## src/rtl/bde_pkg.sv

```systemverilog
// Package for the bitmap draw engine: request codes, the queued command type and shared widths.
// Depends on nothing; all other files but bde_ram and bde_div use it by scoped names.
package bde_pkg;

    localparam int unsigned CoordW = 16;
    localparam int unsigned ColorW = 32;
    localparam int unsigned RegW   = 9;

    typedef enum logic [2:0] {
        REQ_BOX    = 3'd0,
        REQ_LINE   = 3'd1,
        REQ_SCRX   = 3'd2,
        REQ_SCRY   = 3'd3,
        REQ_READ   = 3'd4,
        REQ_FLUSH  = 3'd5,
        REQ_NOP6   = 3'd6,
        REQ_NOP7   = 3'd7
    } t_req;

    typedef struct packed {
        logic [2:0]         req_type;
        logic signed [15:0] start_x;
        logic signed [15:0] start_y;
        logic signed [15:0] end_x;
        logic signed [15:0] end_y;
        logic signed [15:0] box_width;
        logic signed [15:0] box_height;
        logic signed [15:0] scroll_offset;
        logic [31:0]        pixel_color;
    } t_cmd;

    typedef struct packed {
        logic [31:0] read_value;
        logic        region_valid;
        logic [7:0]  region_min_x;
        logic [7:0]  region_min_y;
        logic [7:0]  region_max_x;
        logic [7:0]  region_max_y;
    } t_res;

endpackage

```

## src/rtl/bde_cmd_if.sv

```systemverilog
// Request and result channel interfaces of the bitmap draw engine.
// Depends on bde_pkg for the payload types.
interface bde_cmd_if;
    logic          valid;
    logic          ready;
    bde_pkg::t_cmd data;
    modport source (output valid, output data, input ready);
    modport sink (input valid, input data, output ready);
endinterface


```

## src/rtl/bde_front.sv

```systemverilog
// Front end: accepts requests into a short queue ahead of the execution engine.
// Depends on bde_pkg and the request channel interface.
module bde_front #(
    parameter int unsigned DEPTH = 2
) (
    input  logic          i_clk,
    input  logic          i_rst_n,
    bde_cmd_if.sink       s_in,
    output logic          o_valid,
    output bde_pkg::t_cmd o_cmd,
    input  logic          i_take
);
    localparam int unsigned AW = (DEPTH > 1) ? $clog2(DEPTH) : 1;
    bde_pkg::t_cmd r_q [DEPTH];
    logic [AW-1:0] r_wp, r_rp;
    logic [AW:0]   r_cnt;
    logic          push, pop;

    assign s_in.ready = (r_cnt != (AW+1)'(DEPTH));
    assign push = s_in.valid && s_in.ready;
    assign o_valid = (r_cnt != '0);
    assign pop = o_valid && i_take;
    assign o_cmd = r_q[r_rp];

    always_ff @(posedge i_clk) begin
        if (push) begin
            r_q[r_wp] <= s_in.data;
        end
        if (!i_rst_n) begin
            r_wp <= '0;
            r_rp <= '0;
            r_cnt <= '0;
        end else begin
            if (push) begin
                r_wp <= (r_wp == AW'(DEPTH-1)) ? '0 : r_wp + 1'b1;
            end
            if (pop) begin
                r_rp <= (r_rp == AW'(DEPTH-1)) ? '0 : r_rp + 1'b1;
            end
            r_cnt <= r_cnt + (AW+1)'(push) - (AW+1)'(pop);
        end
    end
endmodule

```

## src/flat_wrapper.sv

```systemverilog
// flat-port wrapper written by rule: the top's interface ports become plain ports
module bde_front_flat 
#(
    parameter int unsigned DEPTH = 2
)
  (i_clk, i_rst_n, o_valid, o_cmd, i_take, s_in_valid, s_in_data, s_in_ready);
  bde_cmd_if s_in_i ();
  input  logic i_clk;
  input  logic i_rst_n;
  output logic o_valid;
  output bde_pkg::t_cmd o_cmd;
  input  logic i_take;
  input wire logic [$bits(s_in_i.valid)-1:0] s_in_valid;
  input wire logic [$bits(s_in_i.data)-1:0] s_in_data;
  output wire logic [$bits(s_in_i.ready)-1:0] s_in_ready;
  assign s_in_i.valid = s_in_valid;
  assign s_in_i.data = s_in_data;
  assign s_in_ready = s_in_i.ready;
  bde_front #(.DEPTH(DEPTH)) u_core (.i_clk(i_clk), .i_rst_n(i_rst_n), .s_in(s_in_i), .o_valid(o_valid), .o_cmd(o_cmd), .i_take(i_take));
endmodule
```

## config.mk

```make
export PLATFORM = sky130hd
export DESIGN_NAME = bde_front_flat
export DESIGN_NICKNAME = d
export VERILOG_FILES = /design/src/rtl/bde_pkg.sv /design/src/rtl/bde_cmd_if.sv /design/src/rtl/bde_front.sv /design/src/flat_wrapper.sv
export SDC_FILE = /design/constraint.sdc
export NUM_CORES = 1
export LEC_CHECK = 0
export ABC_AREA = 1
export BUFFER_PORTS_ARGS = -buffer_cell sky130_fd_sc_hd__buf_2
export CORE_ASPECT_RATIO = 0.6
export CORE_MARGIN = 2
export CORE_UTILIZATION = 47
export CTS_CLUSTER_SIZE = 20
export DETAILED_ROUTE_END_ITERATION = 16
export PLACE_DENSITY = 0.73
export SLEW_MARGIN = 20
export SYNTH_ARGS = -nofsm -noshare
export SYNTH_HDL_FRONTEND = slang
export SYNTH_SLANG_ARGS = --single-unit
```

## constraint.sdc

```tcl
create_clock -name i_clk -period 8.3 [get_ports i_clk]
set_clock_uncertainty 0.15 [all_clocks]
set_input_delay 1.66 -clock i_clk [delete_from_list [all_inputs] [get_ports i_clk]]
set_output_delay 1.66 -clock i_clk [all_outputs]
set_load 0.03 [all_outputs]
```

After elaboration in Yosys (flattened, before gate mapping)
Memories as Yosys holds them, arrays and structs flattened. A register that Yosys moved wholly into a read port is not among the register bits.
Index checks and enable logic that the tools add are counted.
Storage, ports and cells
  input bits: 151
  memories kept: 1
  output and inout port bits: 149
  latch bits: 0
  memory bits (writable): 294
  bits in read-only memories: 0
  register bits: 4
Memory list
  u_core.r_q: words 2, width 147, rd ports 1, clocked after memory_dff 1, wr ports 1, RTL line bde_front.sv:14  | bde_pkg::t_cmd r_q [DEPTH];
Operators by class
  div/mod/pow operators: 0
  add/sub/neg operators: 4
  shift operators: 0
  bitwise operators: 0
  $mul: 0
  eq/ne operators: 1
  reductions and logical operators: 3
  multiplexer cells: 6
  order comparisons: 0
Operators by type and width (count)
  1-bit two-way mux: 6
  1-bit adder (second input constant): 2
  2-bit by 1-bit adder with 2-bit output: 1
  1-bit logical AND: 2
  2-bit != test (second input constant): 1
  2-bit nonzero test: 1
  2-bit by 1-bit subtractor with 2-bit output: 1

Longest topological paths before layout
Gate-level depths: netlist of run 1.
  word-level depth: 4
  mapped depth: 10
  mapped depth without buffers: 10

Least setup slack after synthesis of run 1
No wires, ideal clock.
  path type: input to register
  start: input port s_in_valid
  end: memory u_core.r_q[0][0] (netlist bit) (enable)
  setup time: 0.656 ns
  setup slack: -0.346 ns
  path buffers: 0
  data arrival time: 7.841 ns
  cell stages on the path: 2
  cells stage by stage: nand2_1 -> nor2_1
Between the ends
  cells in the longest elaborated chain, start to end: 3
Ends and longest elaborated chain
  from (decl): RTL line flat_wrapper.sv:13  | input wire logic [$bits(s_in_i.valid)-1:0] s_in_valid;
  1-bit logical AND: RTL line bde_front.sv:20  | assign push = s_in.valid && s_in.ready;
  1-bit two-way mux: RTL line bde_front.sv:26  | if (push) begin
  1-bit two-way mux (not written as such): RTL line bde_front.sv:27  | r_q[r_wp] <= s_in.data;
  to (decl): RTL line bde_front.sv:14
No other way between the ends.

==> out/results.ini, run 1 <==
[status]
outcome=finished clean

[placement]
place.port_buffers=299
dp_hpwl_mm=13.44
place_area_um2=12680
globalplace.congestion=0.7761

[die]
initial_core_util_pct=47.58
fp-row-count=43
coreArea_um2=22920
die-area_um2=24480
design.portCount=300
die-height_um=122.0
fp.dieW_um=200.7

[cells_and_area]
antenna_cells=0
finalNetCount=966
synthToLayoutAreaGrowth_pct=23.55
design_area_um2=13470
drive_gt1_share_pct=58.60
fillers=1769
final_util_pct=58.79

[drt]
drt-wirelength-per-cell_um=18.13
top_layer=met4
first_pass_iters=6
wl_mm=20.78
postRouteAntennaNets=0
met3WireLength_mm=1.749
first_iter_violations=251
via_count=5517
met1_length_mm=9.231
drcViolationCount=0
vias_per_cell=4.814
dr_wl_met2_mm=9.502

[critical_path]
r2r-end=u_core.r_q[1][80]
worst_ep_arrival_time_ns=2.66
required_ns=6.49
criticalPathCategory=reg -> out
end_kind=primary output
worstPathCellList=buf_4 -> mux2_2 -> buf_2
worst_setup_path_start_kind=flop
slowest_delay_ns=0.73
cp_num_buf_inv=2
cp_max_fo=55
r2r_slack_ns=5.52
r2r-start=u_core.r_cnt[0]
critical_path_depth=3
cp_top_family=buffers and inverters
r2r_cells=5
cpMaxStageDelayCell=buf_4

[timing]
clock.fmax_mhz=223.7
setup_tns_ns=0
setup_viol=0
finalHoldViolations=0
worst_hold_slack_ns=0.3567
relSlewSlack_pct=36.59
slew_viol_final=0
fin_crit_sh_pct=53.86
tightest_slew_ns=0.9511
finalCriticalPeriod_ns=4.470
grt_setup_unrepaired=no

[min_path]
whs_path_depth=2
min-delay-start=u_core.r_rp
hold_path_class=reg -> reg
holdPathEnd=u_core.r_rp

[cts]
clock_path_buffers=3
cts_root_buf=clkbuf_16
cts-resized-gates=0
post_cts_buffers=0
cts.clk_slew.worst_paths_ns=0.06
cts.htree.levels=1
clkSinkCount=299
clock_latency_ns=0.52
cts_hold_buf=0
cts_buffers=27
cts_tree=done

[pwr]
total_power_uw=4399
power.density_nw_per_um2=326.5
power.leakage_uw=0.005017
vdd_ir_drop_max_v=0.0002398

[global_routing]
grtUsageTotal_pct=16.28
grt_pass1_wl_mm=30.68
grt_pass1_vias=5599
grt_remaining_overflow=0
grt_max_degree=97
antenna_found_initial=0

[synthesis]
yosysTopAreaCell=edfxtp_1
yosysMostFrequentCell=edfxtp_1
netlist_instances=495
syn-num-nets=648
synth-edff-count=294
ys_ff_latch=299
ys_types=11
syn_area_um2=10910
synthArstFlopShare_pct=0
yosys-top-cells-count=edfxtp_1, mux2_2, buf_6, inv_1, nand2_1
synth-main-ff-cell=edfxtp_1
avgSynthCellArea_um2=22.03
yosys_warnings=0
synth-seq-area-share_pct=81.87
synth_top_area_share_pct=80.95
synthTopCellsByArea=edfxtp_1, mux2_2, buf_6

[flow_run]
drv_cap=0

[worst register-to-register path, delay by kind of cell, from the launching register on]
kind          cells  cell delay, ns
buf+inv           3            1.56
flops             1            0.34
simple gates      2            0.31
[worst max path at each step]
stage | startpoint | to | slack, ns
2_1_floorplan | s_in_valid | u_core.r_q[0][0] | 2.14
3_3_place_gp | s_in_valid | u_core.r_q[1][81] | 4.35
3_5_place_dp | s_in_valid | u_core.r_q[1][81] | 4.32
4_1_cts | flop | o_cmd[34] | 3.80
5_1_grt | flop | o_cmd[34] | 3.68
6_report | flop | o_cmd[111] | 3.83
[state kept, by name (all words and copies together) (netlist names), named ones only]
register      count
u_core.r_q      294
u_core.r_rp       1
u_core.r_cnt      2
u_core.r_wp       1
[cell type report]
type                            count  area [um^2]  area share, %
Inverter                            9        38.79         0.2879
Timing Repair Buffer              305         1541          11.44
Multi-Input combinational cell    171         1777          13.19
Clock inverter                     15        96.34         0.7150
Sequential cell                   299         8932          66.29
Clock buffer                       32        694.4          5.154
Tap cell                          315        394.1          2.925
[power breakdown]
group          internal, uW  total [uW]  switching [uW]
logic                   414        1270             852
registers              1930        2000            71.6
clock network           625        1130             503
[metal layers]
layer | global-route usage [%] | up-vias
li1 | - | 2585
met1 | 21.88 | 2710
met2 | 25.52 | 197
met3 | 6.287 | 25
met4 | 3.426 | 0
met5 | 0 | -
[cells in the final DEF, fill, tap and decap left out, types with 3 or more instances in the layout]
cell and instances:
buf_2 299, buf_4 6, clkbuf_1 5, clkbuf_16 27
clkinv_1 10, dfxtp_1 4, edfxtp_1 294, inv_1 8
mux2_2 147, nand2_1 9, nand3_1 3, nor2_1 7
[stage by stage]
| step | setup WS, ns | cells |
|---|---|---|
| floorplan | 2.136 | 495 |
| global placement | 4.350 | 1099 |
| detailed placement | 4.321 | 1099 |
| CTS | 3.803 | 1146 |
| global route | 3.676 | 1146 |
| finish | 3.830 | 1146 |
[kinds of logic (layout without fill, tap and decap cells)]
family                   after synthesis  in the layout  share of synthesized area, %
flip-flops                           299            299                         81.87
multiplexers                         147            147                         15.18
buffers and inverters                 25            361                         1.904
AND/OR/NAND/NOR                       20             20                        0.7228
adder cells (fa/ha/maj)                2              2                        0.2294
AO/OA/AOI/OAI                          2              2                       0.09179
(Power assumes the default switching activity.)
==> inputs of run 2 (changes only) <==
--- a/config.mk
+++ b/config.mk
@@ -5,7 +5,7 @@
 export SDC_FILE = /design/constraint.sdc
 export NUM_CORES = 1
 export LEC_CHECK = 0
-export ABC_AREA = 1
+export ABC_AREA = 0
 export BUFFER_PORTS_ARGS = -buffer_cell sky130_fd_sc_hd__buf_2
 export CORE_ASPECT_RATIO = 0.6
 export CORE_MARGIN = 2
==> constraint.sdc (replaced) <==
create_clock -name i_clk -period 4.1 [get_ports i_clk]
set_clock_uncertainty 0.15 [all_clocks]
set_input_delay 0.82 -clock i_clk [delete_from_list [all_inputs] [get_ports i_clk]]
set_output_delay 0.82 -clock i_clk [all_outputs]
set_load 0.03 [all_outputs]
==> out/results.ini, run 2 <==
[status]
outcome=finished clean

[synthesis]
yosysTopAreaCell=edfxtp_1
ys_types=17
syn_area_um2=10900
yosysMostFrequentCell=edfxtp_1
ys_ff_latch=299
synth-seq-area-share_pct=81.93
netlist_instances=482
synth-main-ff-cell=edfxtp_1
synth_top_area_share_pct=81.01
synthTopCellsByArea=edfxtp_1, mux2_2, buf_6
yosys-top-cells-count=edfxtp_1, mux2_2, buf_6, dfxtp_1
synthArstFlopShare_pct=0
avgSynthCellArea_um2=22.61
yosys_warnings=0
syn-num-nets=635
synth-edff-count=294

[placement]
place_inst=1086
place.port_buffers=299
globalplace.congestion=0.7501
dp_hpwl_mm=13.71

[cts]
cts-resized-gates=0
cts.clk_slew.worst_paths_ns=0.07
post_cts_buffers=0
cts_hold_buf=0
cts.htree.levels=1
clock_latency_ns=0.54
clkSinkCount=299
cts_root_buf=clkbuf_16
cts_tree=done
clock_path_buffers=3
cts_buffers=28

[pwr]
power.density_nw_per_um2=689.7
total_power_uw=9407
power.leakage_uw=0.005060
vdd_ir_drop_max_v=0.0004821

[timing]
finalCriticalPeriod_ns=3.283
finalHoldViolations=0
slew_viol_final=0
clock.fmax_mhz=304.6
relSlewSlack_pct=53.77
setup_tns_ns=0
tightest_slew_ns=0.6935
grt_setup_unrepaired=no
fin_crit_sh_pct=80.08
setup_viol=0
worst_hold_slack_ns=0.3200

[cells_and_area]
regMostFlops=u_core.r_q
finalNetCount=954
drive_gt1_share_pct=60.63
final_common_cell=buf_2
reg_top3=u_core.r_q x294, u_core.r_cnt x2
finalNonFillerCells=1141
synthToLayoutAreaGrowth_pct=25.15
layout_common_cells=buf_2, edfxtp_1, mux2_2
largest_register_ff_count=294

[flow_run]
drv_cap=0

[die]
coreArea_um2=22920
die-height_um=122.0
initial_core_util_pct=47.55
design.portCount=300
fp-row-count=43
fp.dieW_um=200.6
die-area_um2=24460

[drt]
first_pass_iters=4
drt-wirelength-per-cell_um=18.27
vias_per_cell=4.861
wl_mm=20.84
drcViolationCount=0
postRouteAntennaNets=0
via_count=5546
first_iter_violations=282

[global_routing]
grtUsageTotal_pct=16.64
antenna_found_initial=3
grt_pass1_vias=5686
grt_use_met1_pct=22.70
grtUsageMet2_pct=25.39
grt_remaining_overflow=0
top_usage_layer=met2
grt_pass1_wl_mm=31.24
grt_use_met3_pct=6.528
grt_max_degree=100

[critical_path]
worst_setup_path_start_kind=flop
worst_ep_arrival_time_ns=2.31
end_kind=primary output
cp_max_fo=50
criticalPathCategory=reg -> out
r2r-start=u_core.r_cnt[0]
required_ns=3.13

[min_path]
hold_path_class=in -> reg
min-delay-start=s_in_data[31]

## run 2: cell types whose count changed in the layout (fill, tap and decap cells not counted), moves of 5 or more
| cell | change |
|---|---|
| nor2_1 | -7 |
| buf_4 | -5 |
| clkinv_2 | +7 |
| nand2_1 | -8 |
| buf_12 | +5 |
| inv_1 | -6 |
## run 2: area by class of cell
class | instances | area [um^2]
diodes | 3 | 7.507
inverters | 2 | 7.507
repair buffers | 305 | 1604
clock buffers | 31 | 733.2
fillers | 1725 | 9280
flip-flops and latches | 299 | 8932
well taps | 315 | 394.1
clock inverters | 21 | 160.2
multi-input cells | 165 | 1800
## run 2: per-stage QoR
step | setup slack, ns | util, % | cell area, um^2
floorplan | 0.3249 | - | 10910
global placement | 1.335 | 55.58 | 12740
detailed placement | 1.335 | 55.58 | 12740
CTS | 0.7534 | 59.48 | 13630
global route | 0.6589 | 59.48 | 13630
finish | 0.8169 | 59.51 | 13640
## run 2: final timing paths
path                       end  slack (ns)  cells after the start
max reg2reg  u_core.r_q[1][83]        2.07                      3
min          u_core.r_q[1][31]        0.32                      1
min reg2reg        u_core.r_wp        0.40                      2
max                  o_cmd[77]        0.82                      3
## run 2: kinds of logic (layout without fill, tap and decap cells)
| logic type | Yosys count | in the layout | share of synthesized area [%] |
|---|---|---|---|
| AOI/OAI and AO/OA | 2 | 2 | 0.1148 |
| xor gates and xnor gates | 3 | 3 | 0.2411 |
| adders and majority gates | 2 | 2 | 0.2296 |
| buffers and inverters | 18 | 359 | 1.665 |
| DFF | 299 | 299 | 81.93 |
| muxes | 147 | 147 | 15.19 |
| other | 0 | 3 | 0 |
| and+or+nand+nor | 11 | 11 | 0.6316 |
## run 2: power breakdown
| part | switching (uW) | internal [uW] | total (uW) | leakage [uW] |
|---|---|---|---|---|
| clock network | 1080 | 1420 | 2500 | 0.000449 |
| logic | 1860 | 1000 | 2860 | 0.00182 |
| registers | 169 | 3880 | 4050 | 0.00279 |
| total | 3110 | 6300 | 9410 | 0.00506 |
## run 2: critical path, cell delays in order, from the launching register on
cell and delay, ns:
dfxtp_4 0.79, buf_12 0.35, mux2_2 0.39, buf_2 0.18
## run 2: routing by layer
layer / up-vias / routed length, um / share of wire (%)
met5: - / 13 / 0.062
met4: 2 / 354 / 1.7
met3: 34 / 2015 / 9.7
met2: 212 / 9344 / 45
met1: 2737 / 9114 / 44
li1: 2561 / - / -
==> inputs of run 3 (changes only) <==
--- a/config.mk
+++ b/config.mk
@@ -9,10 +9,10 @@
 export BUFFER_PORTS_ARGS = -buffer_cell sky130_fd_sc_hd__buf_2
 export CORE_ASPECT_RATIO = 0.6
 export CORE_MARGIN = 2
-export CORE_UTILIZATION = 47
+export CORE_UTILIZATION = 50
 export CTS_CLUSTER_SIZE = 20
 export DETAILED_ROUTE_END_ITERATION = 16
-export PLACE_DENSITY = 0.73
+export PLACE_DENSITY = 0.74
 export SLEW_MARGIN = 20
 export SYNTH_ARGS = -nofsm -noshare
 export SYNTH_HDL_FRONTEND = slang
==> constraint.sdc (replaced) <==
create_clock -name i_clk -period 3.3 [get_ports i_clk]
set_clock_uncertainty 0.15 [all_clocks]
set_input_delay 0.66 -clock i_clk [delete_from_list [all_inputs] [get_ports i_clk]]
set_output_delay 0.66 -clock i_clk [all_outputs]
set_load 0.03 [all_outputs]
==> out/results.ini, run 3 (same netlist as run 2, synthesis figures left out) <==
[status]
outcome=finished clean

[global_routing]
grt_pass1_wl_mm=33.06
grt_max_degree=109
grt_remaining_overflow=0
grtUsageTotal_pct=18.56
grt_pass1_vias=5919
antenna_found_initial=4

[pwr]
p_sw_uw=3841
power.leakage_uw=0.005020
total_power_uw=11570
internal_power_uw=7725
seq_power_share_pct=42.9
clock_power_share_pct=25.4
power.density_nw_per_um2=855.1
pwr-share-comb_pct=31.7
power.share.switching_pct=33.21
vdd_ir_drop_max_v=0.0007117

[drt]
drt-wirelength-per-cell_um=19.76
via_count=5612
postRouteAntennaNets=0
wl_mm=21.77
drcViolationCount=0
first_iter_violations=342
vias_per_cell=5.093
first_pass_iters=4

[die]
design.portCount=300
fp-row-count=41
coreArea_um2=21190
initial_core_util_pct=51.44
die-height_um=118.4
die-area_um2=23030
fp.dieW_um=194.6

[timing]
finalHoldViolations=0
setup_ws_ns=0.4226
finalCriticalPeriod_ns=2.877
fin_crit_sh_pct=87.19
setup_tns_ns=0
grt_setup_unrepaired=no
clock.fmax_mhz=347.5
relSlewSlack_pct=48.48
slew_viol_final=0
tightest_slew_ns=0.7727
setup_viol=0

[critical_path]
cp_top_family=buffers and inverters
required_ns=2.49
worst_ep_arrival_time_ns=2.07
r2r_slack_ns=1.25
cpMaxStageDelayCell=mux2_2
worstPathCellList=buf_12 -> mux2_2 -> buf_2
r2r-start=u_core.r_cnt[0]
worst_setup_path_start_kind=flop
cp_num_buf_inv=2
cp_max_fo=108
criticalPathCategory=reg -> out
slowest_delay_ns=0.43
end_kind=primary output

[placement]
globalplace.congestion=0.7883
place_inst=1050
pre_cts_slack_ns=1.019
dp_hpwl_mm=14.48
place.port_buffers=299

[min_path]
min-delay-start=s_in_data[28]
hold_path_class=in -> reg

[cells_and_area]
drive_gt1_share_pct=60.61
multi_input_area_um2=1805
final_common_cell=buf_2
synthToLayoutAreaGrowth_pct=24.12
fillers=1467
finalNonFillerCells=1102
regMostFlops=u_core.r_q
register_area_um2=8932
finalNetCount=953
reg_top3=u_core.r_q x294, u_core.r_cnt x2
largest_register_ff_count=294
layout_common_cells=buf_2, edfxtp_1, mux2_2

[cts]
cts-resized-gates=0
cts_root_buf=clkbuf_16
cts.htree.levels=1
clock_path_buffers=3
cts_tree=done
cts_buffers=27
clkSinkCount=299
cts_hold_buf=0
post_cts_buffers=0
cts.clk_slew.worst_paths_ns=0.06
clock_latency_ns=0.52

[flow_run]
drv_cap=0

==> run 3: power groups by stage <==
| stage | Sequential, uW | Clock (uW) | Combinational, uW |
|---|---|---|---|
| 6_report | 4960 | 2940 | 3670 |
| 4_1_cts | 4960 | 3020 | 3710 |
| 5_1_grt | 5000 | 3180 | 3860 |
| 3_5_place_dp | 5040 | 0 | 3680 |
| 2_1_floorplan | 5020 | 0 | 2760 |
| 3_3_place_gp | 5000 | 0 | 3640 |
==> run 3: path summary, 6_finish.rpt <==
kind | cells past startpoint | endpoint
setup reg to reg | 4 | u_core.r_q[0][122]
hold / removal | 1 | u_core.r_q[0][28]
setup / recovery | 3 | o_cmd[136]
hold reg to reg | 2 | u_core.r_rp
==> run 3: per-layer routing <==
metal	part of all wire (%)	wire length, um	vias up	GRT usage [%]
met1	43	9268	2764	25.84
met3	9.4	2048	30	5.394
met5	0.060	13	-	0
met2	46	10080	254	29.39
li1	-	-	2562	-
met4	1.7	363	2	3.798
==> run 3: final cells by class <==
type	instances	share of cell area, %
inverters	2	0.05550
clock inverters	17	1.027
flip-flops and latches	299	66.03
diodes	3	0.05550
repair buffers	305	11.77
multi-input cells	165	13.35
well taps	279	2.581
clock buffers	32	5.134
==> run 3: through the flow <==
step	util [%]	instance area (um^2)	hold slack, ns
CTS	63.81	13520	0.1459
global placement	59.88	12690	0.3684
floorplan	-	10910	0.3354
detailed placement	59.88	12690	0.3761
global route	63.82	13520	0.1473
finish	63.85	13530	0.1755
